File: src/hw/rtl/rca_pkg.sv
// Shared types and constants for the resource claim allocator.
// Used by rca_decide and resource_claim_allocator; no dependencies.
`default_nettype none

package rca_pkg;

   typedef enum logic [1:0] {
      OP_ADD     = 2'd0,
      OP_ALLOC   = 2'd1,
      OP_RELEASE = 2'd2,
      OP_NONE    = 2'd3
   } op_type;

   typedef enum logic [2:0] {
      ST_OK      = 3'd0,
      ST_DUP     = 3'd1,
      ST_FULL    = 3'd2,
      ST_CLAIM   = 3'd3,
      ST_UNKNOWN = 3'd4,
      ST_REFUSED = 3'd5
   } status_type;

   typedef enum logic [1:0] {
      S_IDLE,
      S_SCAN,
      S_EXEC
   } state_type;

   localparam logic [1:0] CSR_TOTAL_A = 2'd0;
   localparam logic [1:0] CSR_TOTAL_B = 2'd1;
   localparam logic [1:0] CSR_TOTAL_C = 2'd2;

   localparam logic [7:0] RESET_TOTAL_A = 8'd10;
   localparam logic [7:0] RESET_TOTAL_B = 8'd5;
   localparam logic [7:0] RESET_TOTAL_C = 8'd7;

   typedef struct packed {
      logic [1:0] operation;
      logic [7:0] task_id;
      logic [7:0] amount_a;
      logic [7:0] amount_b;
      logic [7:0] amount_c;
   } req_type;

   typedef struct packed {
      logic [2:0] status;
      logic [2:0] fail_mask;
      logic [7:0] avail_a;
      logic [7:0] avail_b;
      logic [7:0] avail_c;
   } rsp_type;

   // One row of the task table.
   typedef struct packed {
      logic [7:0] task_id;
      logic [7:0] claim_a;
      logic [7:0] claim_b;
      logic [7:0] claim_c;
      logic [7:0] held_a;
      logic [7:0] held_b;
      logic [7:0] held_c;
   } entry_type;

   typedef struct packed {
      status_type status;
      logic [2:0] fail_mask;
      logic       do_add;
      logic       do_alloc;
      logic       do_release;
   } decision_type;

   function automatic logic [7:0] sat_sub(input logic [7:0] x, input logic [7:0] y);
      sat_sub = (x > y) ? (x - y) : 8'd0;
   endfunction

endpackage

`default_nettype wire

File: src/hw/rtl/rca_decide.sv
// Admission and grant checks for one operation of the resource claim allocator.
// Depends on rca_pkg for the item, table row and decision types.
`default_nettype none

module rca_decide
   import rca_pkg::*;
(
   input  wire req_type      req,
   input  wire logic [7:0]   avail_a,
   input  wire logic [7:0]   avail_b,
   input  wire logic [7:0]   avail_c,
   input  wire logic         match_found,
   input  wire entry_type    match_entry,
   input  wire logic         free_found,
   output decision_type      dec
);

   logic [2:0] avail_mask;
   logic [2:0] need_mask;

   always_comb begin
      avail_mask[0] = req.amount_a > avail_a;
      avail_mask[1] = req.amount_b > avail_b;
      avail_mask[2] = req.amount_c > avail_c;
      need_mask[0]  = req.amount_a > sat_sub(match_entry.claim_a, match_entry.held_a);
      need_mask[1]  = req.amount_b > sat_sub(match_entry.claim_b, match_entry.held_b);
      need_mask[2]  = req.amount_c > sat_sub(match_entry.claim_c, match_entry.held_c);
   end

   always_comb begin
      dec = '0;
      dec.status = ST_OK;
      unique case (op_type'(req.operation))
         OP_ADD: begin
            if (match_found) begin
               dec.status = ST_DUP;
            end else if (avail_mask != 3'd0) begin
               dec.status    = ST_CLAIM;
               dec.fail_mask = avail_mask;
            end else if (!free_found) begin
               dec.status = ST_FULL;
            end else begin
               dec.do_add = 1'b1;
            end
         end
         OP_ALLOC: begin
            if (!match_found) begin
               dec.status = ST_UNKNOWN;
            end else if ((avail_mask | need_mask) != 3'd0) begin
               dec.status    = ST_REFUSED;
               dec.fail_mask = avail_mask | need_mask;
            end else begin
               dec.do_alloc = 1'b1;
            end
         end
         OP_RELEASE: begin
            if (!match_found) begin
               dec.status = ST_UNKNOWN;
            end else begin
               dec.do_release = 1'b1;
            end
         end
         default: begin
            dec.status = ST_OK;
         end
      endcase
   end

endmodule

`default_nettype wire

File: src/hw/rtl/resource_claim_allocator.sv
// Resource claim allocator: each accepted item goes through a scan, which reads one table row
// a cycle through the single read port and waits for the registered read to drain, then an
// update. One item is in flight at a time and the block returns to idle before the next accept.
// A stalled result holds the update. Reset restores totals to 10, 5, 7, clears usage and marks
// every slot free; the table rows themselves are not cleared.
`default_nettype none

module resource_claim_allocator
   import rca_pkg::*;
#(
   parameter int TASK_SLOTS = 16
)
(
   input  wire logic       clock,
   input  wire logic       reset,
   input  wire logic       req_valid,
   output logic            req_stall,
   input  wire req_type    req_data,
   output logic            rsp_valid,
   input  wire logic       rsp_stall,
   output rsp_type         rsp_data,
   input  wire logic       csr_wr_en,
   input  wire logic [1:0] csr_index,
   input  wire logic [7:0] csr_wdata
);

   localparam int IDX_W = (TASK_SLOTS > 1) ? $clog2(TASK_SLOTS) : 1;
   localparam int CNT_W = $clog2(TASK_SLOTS + 1);

   // Task table.
   entry_type table_mem [TASK_SLOTS];
   entry_type rd_data_ff;

   state_type        state_ff, state_in;
   logic [CNT_W-1:0] cnt_ff, cnt_in;
   logic             rd_vld_ff;
   logic [IDX_W-1:0] rd_idx_ff;
   req_type          req_ff;
   logic             match_found_ff, match_found_in;
   logic [IDX_W-1:0] match_idx_ff, match_idx_in;
   entry_type        match_entry_ff, match_entry_in;
   logic             free_found_ff, free_found_in;
   logic [IDX_W-1:0] free_idx_ff, free_idx_in;
   logic [TASK_SLOTS-1:0] valid_ff, valid_in;
   logic [7:0]       total_a_ff, total_b_ff, total_c_ff;
   logic [7:0]       used_a_ff, used_b_ff, used_c_ff;
   logic [7:0]       used_a_in, used_b_in, used_c_in;
   logic             rsp_valid_ff, rsp_valid_in;
   rsp_type          rsp_data_ff, rsp_data_in;

   logic             accept;
   logic             rd_en;
   logic             exec_fire;
   logic             cnt_done;
   logic             wr_en;
   logic [IDX_W-1:0] wr_idx;
   entry_type        wr_entry;
   decision_type     dec;

   assign cnt_done = (cnt_ff == CNT_W'(TASK_SLOTS));

   // Next state.
   always_comb begin
      state_in = state_ff;
      unique case (state_ff)
         S_IDLE: if (req_valid) state_in = S_SCAN;
         S_SCAN: if (cnt_done && !rd_vld_ff) state_in = S_EXEC;
         S_EXEC: if (!rsp_valid_ff || !rsp_stall) state_in = S_IDLE;
         default: state_in = S_IDLE;
      endcase
   end

   // State outputs.
   always_comb begin
      req_stall = 1'b1;
      rd_en     = 1'b0;
      exec_fire = 1'b0;
      unique case (state_ff)
         S_IDLE: req_stall = 1'b0;
         S_SCAN: rd_en = !cnt_done;
         S_EXEC: exec_fire = !rsp_valid_ff || !rsp_stall;
         default: req_stall = 1'b1;
      endcase
   end

   assign accept = req_valid && !req_stall;

   // Scan bookkeeping: keep the lowest matching valid slot and the lowest free slot.
   always_comb begin
      cnt_in         = cnt_ff;
      match_found_in = match_found_ff;
      match_idx_in   = match_idx_ff;
      match_entry_in = match_entry_ff;
      free_found_in  = free_found_ff;
      free_idx_in    = free_idx_ff;
      if (accept) begin
         cnt_in         = '0;
         match_found_in = 1'b0;
         free_found_in  = 1'b0;
      end else begin
         if (rd_en) cnt_in = cnt_ff + CNT_W'(1);
         if (rd_vld_ff) begin
            if (valid_ff[rd_idx_ff] && rd_data_ff.task_id == req_ff.task_id
                && !match_found_ff) begin
               match_found_in = 1'b1;
               match_idx_in   = rd_idx_ff;
               match_entry_in = rd_data_ff;
            end
            if (!valid_ff[rd_idx_ff] && !free_found_ff) begin
               free_found_in = 1'b1;
               free_idx_in   = rd_idx_ff;
            end
         end
      end
   end

   rca_decide u_decide (
      .req         (req_ff),
      .avail_a     (sat_sub(total_a_ff, used_a_ff)),
      .avail_b     (sat_sub(total_b_ff, used_b_ff)),
      .avail_c     (sat_sub(total_c_ff, used_c_ff)),
      .match_found (match_found_ff),
      .match_entry (match_entry_ff),
      .free_found  (free_found_ff),
      .dec         (dec)
   );

   // Update of the table row, the valid bits and the pool.
   always_comb begin
      wr_en     = 1'b0;
      wr_idx    = match_idx_ff;
      wr_entry  = match_entry_ff;
      valid_in  = valid_ff;
      used_a_in = used_a_ff;
      used_b_in = used_b_ff;
      used_c_in = used_c_ff;
      if (exec_fire) begin
         if (dec.do_add) begin
            wr_en            = 1'b1;
            wr_idx           = free_idx_ff;
            wr_entry.task_id = req_ff.task_id;
            wr_entry.claim_a = req_ff.amount_a;
            wr_entry.claim_b = req_ff.amount_b;
            wr_entry.claim_c = req_ff.amount_c;
            wr_entry.held_a  = 8'd0;
            wr_entry.held_b  = 8'd0;
            wr_entry.held_c  = 8'd0;
            valid_in[free_idx_ff] = 1'b1;
         end
         if (dec.do_alloc) begin
            wr_en           = 1'b1;
            wr_entry.held_a = match_entry_ff.held_a + req_ff.amount_a;
            wr_entry.held_b = match_entry_ff.held_b + req_ff.amount_b;
            wr_entry.held_c = match_entry_ff.held_c + req_ff.amount_c;
            used_a_in       = used_a_ff + req_ff.amount_a;
            used_b_in       = used_b_ff + req_ff.amount_b;
            used_c_in       = used_c_ff + req_ff.amount_c;
         end
         if (dec.do_release) begin
            used_a_in = sat_sub(used_a_ff, match_entry_ff.held_a);
            used_b_in = sat_sub(used_b_ff, match_entry_ff.held_b);
            used_c_in = sat_sub(used_c_ff, match_entry_ff.held_c);
            valid_in[match_idx_ff] = 1'b0;
         end
      end
   end

   // Result register: hold until taken, load on update.
   always_comb begin
      rsp_valid_in = rsp_valid_ff;
      rsp_data_in  = rsp_data_ff;
      if (rsp_valid_ff && !rsp_stall) rsp_valid_in = 1'b0;
      if (exec_fire) begin
         rsp_valid_in          = 1'b1;
         rsp_data_in.status    = dec.status;
         rsp_data_in.fail_mask = dec.fail_mask;
         rsp_data_in.avail_a   = sat_sub(total_a_ff, used_a_in);
         rsp_data_in.avail_b   = sat_sub(total_b_ff, used_b_in);
         rsp_data_in.avail_c   = sat_sub(total_c_ff, used_c_in);
      end
   end

   assign rsp_valid = rsp_valid_ff;
   assign rsp_data  = rsp_data_ff;

   always_ff @(posedge clock) begin
      if (rd_en) rd_data_ff <= table_mem[cnt_ff[IDX_W-1:0]];
      if (wr_en) table_mem[wr_idx] <= wr_entry;
   end

   always_ff @(posedge clock) begin
      if (reset) begin
         state_ff     <= S_IDLE;
         rd_vld_ff    <= 1'b0;
         valid_ff     <= '0;
         used_a_ff    <= 8'd0;
         used_b_ff    <= 8'd0;
         used_c_ff    <= 8'd0;
         total_a_ff   <= RESET_TOTAL_A;
         total_b_ff   <= RESET_TOTAL_B;
         total_c_ff   <= RESET_TOTAL_C;
         rsp_valid_ff <= 1'b0;
      end else begin
         state_ff     <= state_in;
         rd_vld_ff    <= rd_en;
         valid_ff     <= valid_in;
         used_a_ff    <= used_a_in;
         used_b_ff    <= used_b_in;
         used_c_ff    <= used_c_in;
         rsp_valid_ff <= rsp_valid_in;
         if (csr_wr_en) begin
            unique case (csr_index)
               CSR_TOTAL_A: total_a_ff <= csr_wdata;
               CSR_TOTAL_B: total_b_ff <= csr_wdata;
               CSR_TOTAL_C: total_c_ff <= csr_wdata;
               default: ;
            endcase
         end
      end
   end

   always_ff @(posedge clock) begin
      cnt_ff         <= cnt_in;
      rd_idx_ff      <= cnt_ff[IDX_W-1:0];
      match_found_ff <= match_found_in;
      match_idx_ff   <= match_idx_in;
      match_entry_ff <= match_entry_in;
      free_found_ff  <= free_found_in;
      free_idx_ff    <= free_idx_in;
      rsp_data_ff    <= rsp_data_in;
      if (accept) req_ff <= req_data;
   end

endmodule

`default_nettype wire
File: config.mk
export PLATFORM = sky130hd
export DESIGN_NAME = resource_claim_allocator
export DESIGN_NICKNAME = d
export VERILOG_FILES = /design/src/hw/rtl/rca_pkg.sv /design/src/hw/rtl/rca_decide.sv /design/src/hw/rtl/resource_claim_allocator.sv
export SDC_FILE = /design/constraint.sdc
export NUM_CORES = 2
export LEC_CHECK = 0
export ABC_AREA = 1
export CAP_MARGIN = 10
export CORE_MARGIN = 10
export CORE_UTILIZATION = 24
export DETAILED_ROUTE_END_ITERATION = 12
export DONT_BUFFER_PORTS = 1
export PLACE_DENSITY_LB_ADDON = 0.3
export SYNTH_ARGS = -nofsm -noshare
export SYNTH_HDL_FRONTEND = slang
export SYNTH_SLANG_ARGS = --single-unit
File: constraint.sdc
create_clock -name clock -period 8.6 [get_ports clock]
set_input_delay 1.72 -clock clock [delete_from_list [all_inputs] [get_ports clock]]
set_output_delay 1.72 -clock clock [all_outputs]
set_load 0.01 [all_outputs]
# [Word level (Yosys, flattened, before mapping)]
# Memories as Yosys holds them, arrays and structs flattened. A register that Yosys moved wholly into a read port is not among the register bits.
# Index checks and enable logic that the tools add are counted.
[word_totals] out_inout_bits=32 reg_bits=207 in_bits=49 mem_count=1 ramBits=896 wordCells=187
[classes] bitwise=5 mux=65 reduce_logical=30 n_lt_le_gt_ge=23 add_sub_neg=19 n_eq_ne=11
[mem_list] name="table_mem" words=16 word_bits=56 rd=1 rd_ports_with_merged_regs=1 write_ports=1 line="resource_claim_allocator.sv:31" rtl="entry_type table_mem [TASK_SLOTS];"
[op_table] operator="> comparator 8 bit" count=18
[op_table] operator="2-to-1 mux 8 bit" count=18
[op_table] operator="2-to-1 mux 56 bit" count=2
[op_table] operator="subtractor 8 bit" count=12
[op_table] operator="adder 8 bit" count=6
[op_table] operator="2-to-1 mux 16 bit" count=3
[op_table] operator="2-to-1 mux 24 bit" count=1
[op_table] operator="2-to-1 mux 1 bit" count=21
[op_table] operator="bitwise AND 16 bit" count=1
[op_table] operator="inverter 16 bit" count=1
[op_table] operator="bitwise OR 16 bit" count=1
[op_table] operator="less-than comparator 4 x 5 -> 1 bit, second input constant" count=3
[op_table] operator="2-to-1 mux 3 bit" count=5
[op_table] operator="2-to-1 mux 4 bit" count=3
[op_table] operator="2-to-1 mux 2 bit" count=5
[op_table] operator="AND reduction 2 bit" count=5
[op_table] operator="one-hot mux 3 bit (3 select lines)" count=1
[op_table] operator="AND reduction 3 bit" count=3
[op_table] operator="demux 1 bit (select 4 bit)" count=2
[op_table] operator="== test 8 bit" count=1
[op_table] operator="greater-or-equal comparator 4 x 1 -> 1 bit, second input constant" count=2
[op_table] operator="logical AND 1 bit" count=8
[op_table] operator="zero test 1 bit" count=7
[op_table] operator="== test 2 x 1 -> 1 bit, second input constant" count=3
[op_table] operator="14 further kinds" count=21

# [Depth between registers and ports, before layout]
[logic_depth] ltp_word=12 ltp_mapped=46 depth_no_buf=45

# [By module]
# A second synthesis with hierarchy kept.
[hier_totals] cells_unflattened=4689 area_unflattened_um2=51987.4
[by_module_without_submodules] mod="resource_claim_allocator" area_per_inst_um2=49475.0 n_inst=1 seq_area_each_um2=34012.6 cells_per_inst=4275
[by_module_without_submodules] mod="rca_decide" area_per_inst_um2=2512.4 n_inst=1 seq_area_each_um2=0.0 cells_per_inst=414

# [Worst setup path before layout]
# OpenSTA, ideal clock, no wires.
[synth_path] path_type="input-to-reg" startpoint="input port req_valid" endpoint="register match_entry_ff[0] in the netlist's numbering (enable)" setup_time_ns=0.629 setup_slack_ns=0.269 n_path_buf=0 t_arrival_ns=7.702 stages=3 path_cell_list="nand2_1 nand3_1 nor4_1"
[synth_between] elab_chain_len=3
[synth_rtl] element="start, declared" line="resource_claim_allocator.sv:16" rtl="input wire logic req_valid,"
[synth_rtl] element="logical AND 1 bit" line="resource_claim_allocator.sv:86" rtl="assign accept = req_valid && !req_stall;"
[synth_rtl] element="inverter 1 bit (no line)"
[synth_rtl] element="AND reduction 3 bit (no line)"
[synth_rtl] element="end signal, assigned" line="resource_claim_allocator.sv:227" rtl="match_entry_ff <= match_entry_in;"
[synth_rtl] element="end, declared" line="resource_claim_allocator.sv:41" rtl="entry_type match_entry_ff, match_entry_in;"
# Every way passes these cells.
# A chain may end at the register's enable or synchronous reset.

# [Final worst setup path]
[layout_path] startpoint="register used_c_ff[1]" endpoint="memory table_mem[6][47] in the netlist's numbering (enable)"
[layout_between] elab_chain_len=12
[layout_rtl] element="start, declared" line="resource_claim_allocator.sv:46" rtl="logic [7:0] used_a_ff, used_b_ff, used_c_ff;"
[layout_rtl] element="start signal, assigned" line="resource_claim_allocator.sv:209" rtl="used_c_ff <= used_c_in;"
[layout_rtl] element="subtractor 8 bit or > comparator 8 bit (tied branches)" line="rca_pkg.sv:73" rtl="sat_sub = (x > y) ? (x - y) : 8'd0;"
[layout_rtl] element="2-to-1 mux 8 bit (*)" line="rca_pkg.sv:73"
[layout_rtl] element="> comparator 8 bit (*)" line="rca_decide.sv:24" rtl="avail_mask[2] = req.amount_c > avail_c;"
[layout_rtl] element="nonzero test 3 bit or bitwise OR 3 bit (tied branches)" line="rca_decide.sv:37, rca_decide.sv:49"
[layout_rtl] element="2-to-1 mux 1 bit or nonzero test 3 bit (tied branches)" line="rca_decide.sv:37, rca_decide.sv:49"
[layout_rtl] element="2-to-1 mux 4 bit or 2-to-1 mux 1 bit (tied branches)" line="rca_decide.sv:35, rca_decide.sv:49"
[layout_rtl] element="2-to-1 mux 1 bit (on tied branches)" line="rca_decide.sv:33, rca_decide.sv:47"
[layout_rtl] element="2-to-1 mux 1 bit (on tied branches)" line="resource_claim_allocator.sv:138, rca_decide.sv:33"
[layout_rtl] element="2-to-1 mux 1 bit" line="resource_claim_allocator.sv:150" rtl="if (dec.do_alloc) begin"
[layout_rtl] element="2-to-1 mux 1 bit" line="resource_claim_allocator.sv:137" rtl="if (exec_fire) begin"
[layout_rtl] element="2-to-1 mux 1 bit" line="resource_claim_allocator.sv:188" rtl="if (wr_en) table_mem[wr_idx] <= wr_entry;"
[layout_rtl] element="2-to-1 mux 1 bit (not written as such)" line="resource_claim_allocator.sv:188"
[layout_rtl] element="end, declared" line="resource_claim_allocator.sv:31"
# Mark *: on every way between the ends. The rest lies on a longest branch, timed or not.

==> metrics.md <==
| Metric | Value |
|---|---|
| Outcome | complete, no violations |
| Iter 0 DRT Violations | 2647 |
| Reg clk slew, reported paths | 0.06 ns |
| Dominant cell type by area after synthesis | edfxtp_1 |
| #FFs+latches synth | 1159 |
| Critical Path AT | 7.09 ns |
| Commonest non-fill, non-tap cell in the layout | edfxtp_1 |
| Antenna-violating nets left | 0 |
| Dpl cell area | roughly 55000 sq um |
| Tcrit/Tclk final | 0.777 |
| Max Clock Skew | roughly 0.037 ns |
| Synth Area in Adders | 0.0529 |
| Seq/Total Area, Yosys | 0.664 |
| Worst hold path class | flop to flop |
| Top FF cell, synth | edfxtp_1 |
| Count of different cell masters after synthesis | 52 |
| Crit Path Category | flop to flop |
| Share of the synthesized area in the top cell type | 0.633 |
| F_max | 150 MHz |
| Post-synth ARST share | 0 |
| Worst Hold Launch | rd_data_ff[12] |
| Synth Area per Inst | 11.4 sq um |
| Synth Area in Compound Gates | 0.111 |
| Vias in the first global route | ~33000 |
| CTS tree | done |
| Worst setup margin | 1.91 ns |
| FF-to-FF Start | used_c_ff[1] |
| Root Buffer | clkbuf_16 |
| Via density | around 4.6 |
| Simple-gate share of the synthesized area | 0.125 |
| Tot GR Track Use | 0.120 |
| VDD IR max | 0.167 mV |
| Io pins | 81 |
| Die H | 482 microns |
| Pin count of the biggest net entering global routing | 142 |
| Startpoint Class | flop |
| DRT Wirelength | 145000 microns |
| Final hold violations | 0 |
| CTS max path bufs | 3 |
| Chip width | 482 microns |
| Area contributors post-synth | edfxtp_1, o21ai_0, nand2_1, ha_1, nor2_1 |
| CP max-delay cell | nor2_4 |
| Worst slack, placed | between 1.5 and 2 ns |
| Largest family of logic cells by synthesized area | simple AND/OR/NAND/NOR gates |
| Most frequent cell on the critical path | nand2_1 |
| Initial core utilization | 0.241 |
| Hold Buf Count CTS | 0 |
| DRC Markers | 0 |
| Synth Instances | 4497 |
| Max-slew headroom | 0.145 |
| P_leak | approximately 21 nW |
| Final setup viols | 0 |
| P per Cell Area | 228 nW/um^2 |
| Mapped Nets | about 4800 |
| Max_cap viols | 0 |
| Synth Area in XOR/XNOR | 0.0111 |
| Global route overflow | 0 |
| Post-route cell area | 59000 sq um |
| Area delta synth->final | 15.1% |
| HPWL Detailed | 84900 microns |
| Worst slew pin tran | 1.28 ns |
| Crit end category | flop |
| Worst-Skew Late Latency | roughly 0.76 ns |
| Wirelength per Cell | 19.5 microns |
| Synthesis Warnings | 0 |
| GP Congestion | 0.825 |
| # nets final | 4746 |
| TNS Setup | 0 ns |
| First-pass GRT wire length | 215000 microns |
| Inserted Clock Buffers | 120 |
| H-Tree Depth | 3 |
| Floorplan core area | 212000 sq um |
| TritonCTS sink count | between 1000 and 1500 |
| Most frequent cells in the layout | edfxtp_1, nand2_1, nor2_1 |
| Max incr delay on CP | ~0.8 ns |
| Core Rows | 169 |
| # port buffers | 0 |
| CP Max Fanout | 35 |
| Via Count | 34200 |
| Drt pass-1 iters | 5 |
| Max-slew violations | 0 |
| RSZ-0062 raised after global routing | false |
| Tmin final | 6.69 ns |
| Die ar. | 232000 sq um |
| WP data required | 9.01 ns |
| Synthesized area | just over 50000 sq um |
| EDFF count, synth | 1080 |
| Setup Buffers After CTS | 0 |
| Share of layout cells above drive strength 1 | 0.0760 |
| Post-CTS sizing | 0 |
| Initial antenna violation count | 3 |
| Worst setup path start | used_c_ff[1] |
| Mux cell area share after synthesis | 0 |
[layer usage]
metal,track usage,share of wire
met1,0.166,0.46
met5,0,0
met3,0.0212,0.060
met2,0.194,0.46
met4,0.0333,0.022
[critical path, delay by kind of cell, from the launching register on]
| kind | cells | cell delay, ns |
|---|---|---|
| DFF | 1 | 0.47 |
| and+or+nand+nor | 15 | 3.43 |
| adders and majority gates | 2 | 0.72 |
| AOI/OAI and AO/OA | 6 | 0.70 |
| buffers and inverters | 5 | 0.98 |
[kinds of logic after synthesis]
family	after synthesis
AO/OA/AOI/OAI	1041
XOR/XNOR	65
adder cells (fa/ha/maj)	206
buffers and inverters	487
flip-flops	1159
AND/OR/NAND/NOR	1539
[flip-flops by register name (all words and copies together), names as in the netlist, 16 cells and up]
register	cells
rd_data_ff	56
table_mem	896
rsp_data	30
req_ff	34
match_entry_ff	56
valid_ff	16
[metrics by stage]
step | power, mW | utilization | cells | hold WS [ns]
final | 13.4 | 0.278 | 7419 | 0.418
after global routing | 14.0 | 0.278 | 7417 | 0.425
after CTS | 13.6 | 0.278 | 7413 | 0.419
after detailed placement | 8.09 | 0.258 | 7187 | 0.405
after global placement | 8.08 | 0.258 | 7187 | 0.403
after floorplan | 7.58 | - | 4497 | 0.350
[where the power goes]
group | internal [mW] | switching (mW) | total [mW]
registers | 6.21 | 0.110 | 6.32
logic | 0.524 | 1.12 | 1.64
clock network | 3.20 | 2.27 | 5.47
[synth_stat cells, types with 8 or more instances]
library cell	instances
xor2_1	43
nand4_1	85
dfxtp_1	79
edfxtp_1	1080
buf_2	16
nand2_1	666
nor3_1	14
a21o_1	12
o211ai_1	10
a21oi_1	156
o22ai_1	245
nor2_1	623
clkbuf_1	167
nand2_2	8
o21ai_1	16
buf_1	12
ha_1	188
o21ai_0	565
nand3_1	80
inv_1	272
xnor2_1	22
or2_2	20
inv_2	10
fa_1	18
[worst paths after layout]
kind / endpoint / slack (ns) / cells past startpoint
worst max-delay path: table_mem[6][47] / 1.91 / 28
worst min-delay path: match_entry_ff[12] / 0.42 / 0
worst max register to register: table_mem[6][47] / 1.91 / 28
worst min register to register: match_entry_ff[12] / 0.42 / 0
[final cells by class]
cell class | count | area [sq um]
sequential | 1159 | 34000
clock buffer | 139 | 3140
tap | 2821 | 3530
fill | 21900 | 153000
clock inverter | 87 | 1040
timing repair buffer | 73 | 686
multi-input combinational | 2851 | 15500
inverter | 286 | 1090
antenna | 3 | 7.51
No activity file was read; power rests on OpenSTA's default activity.
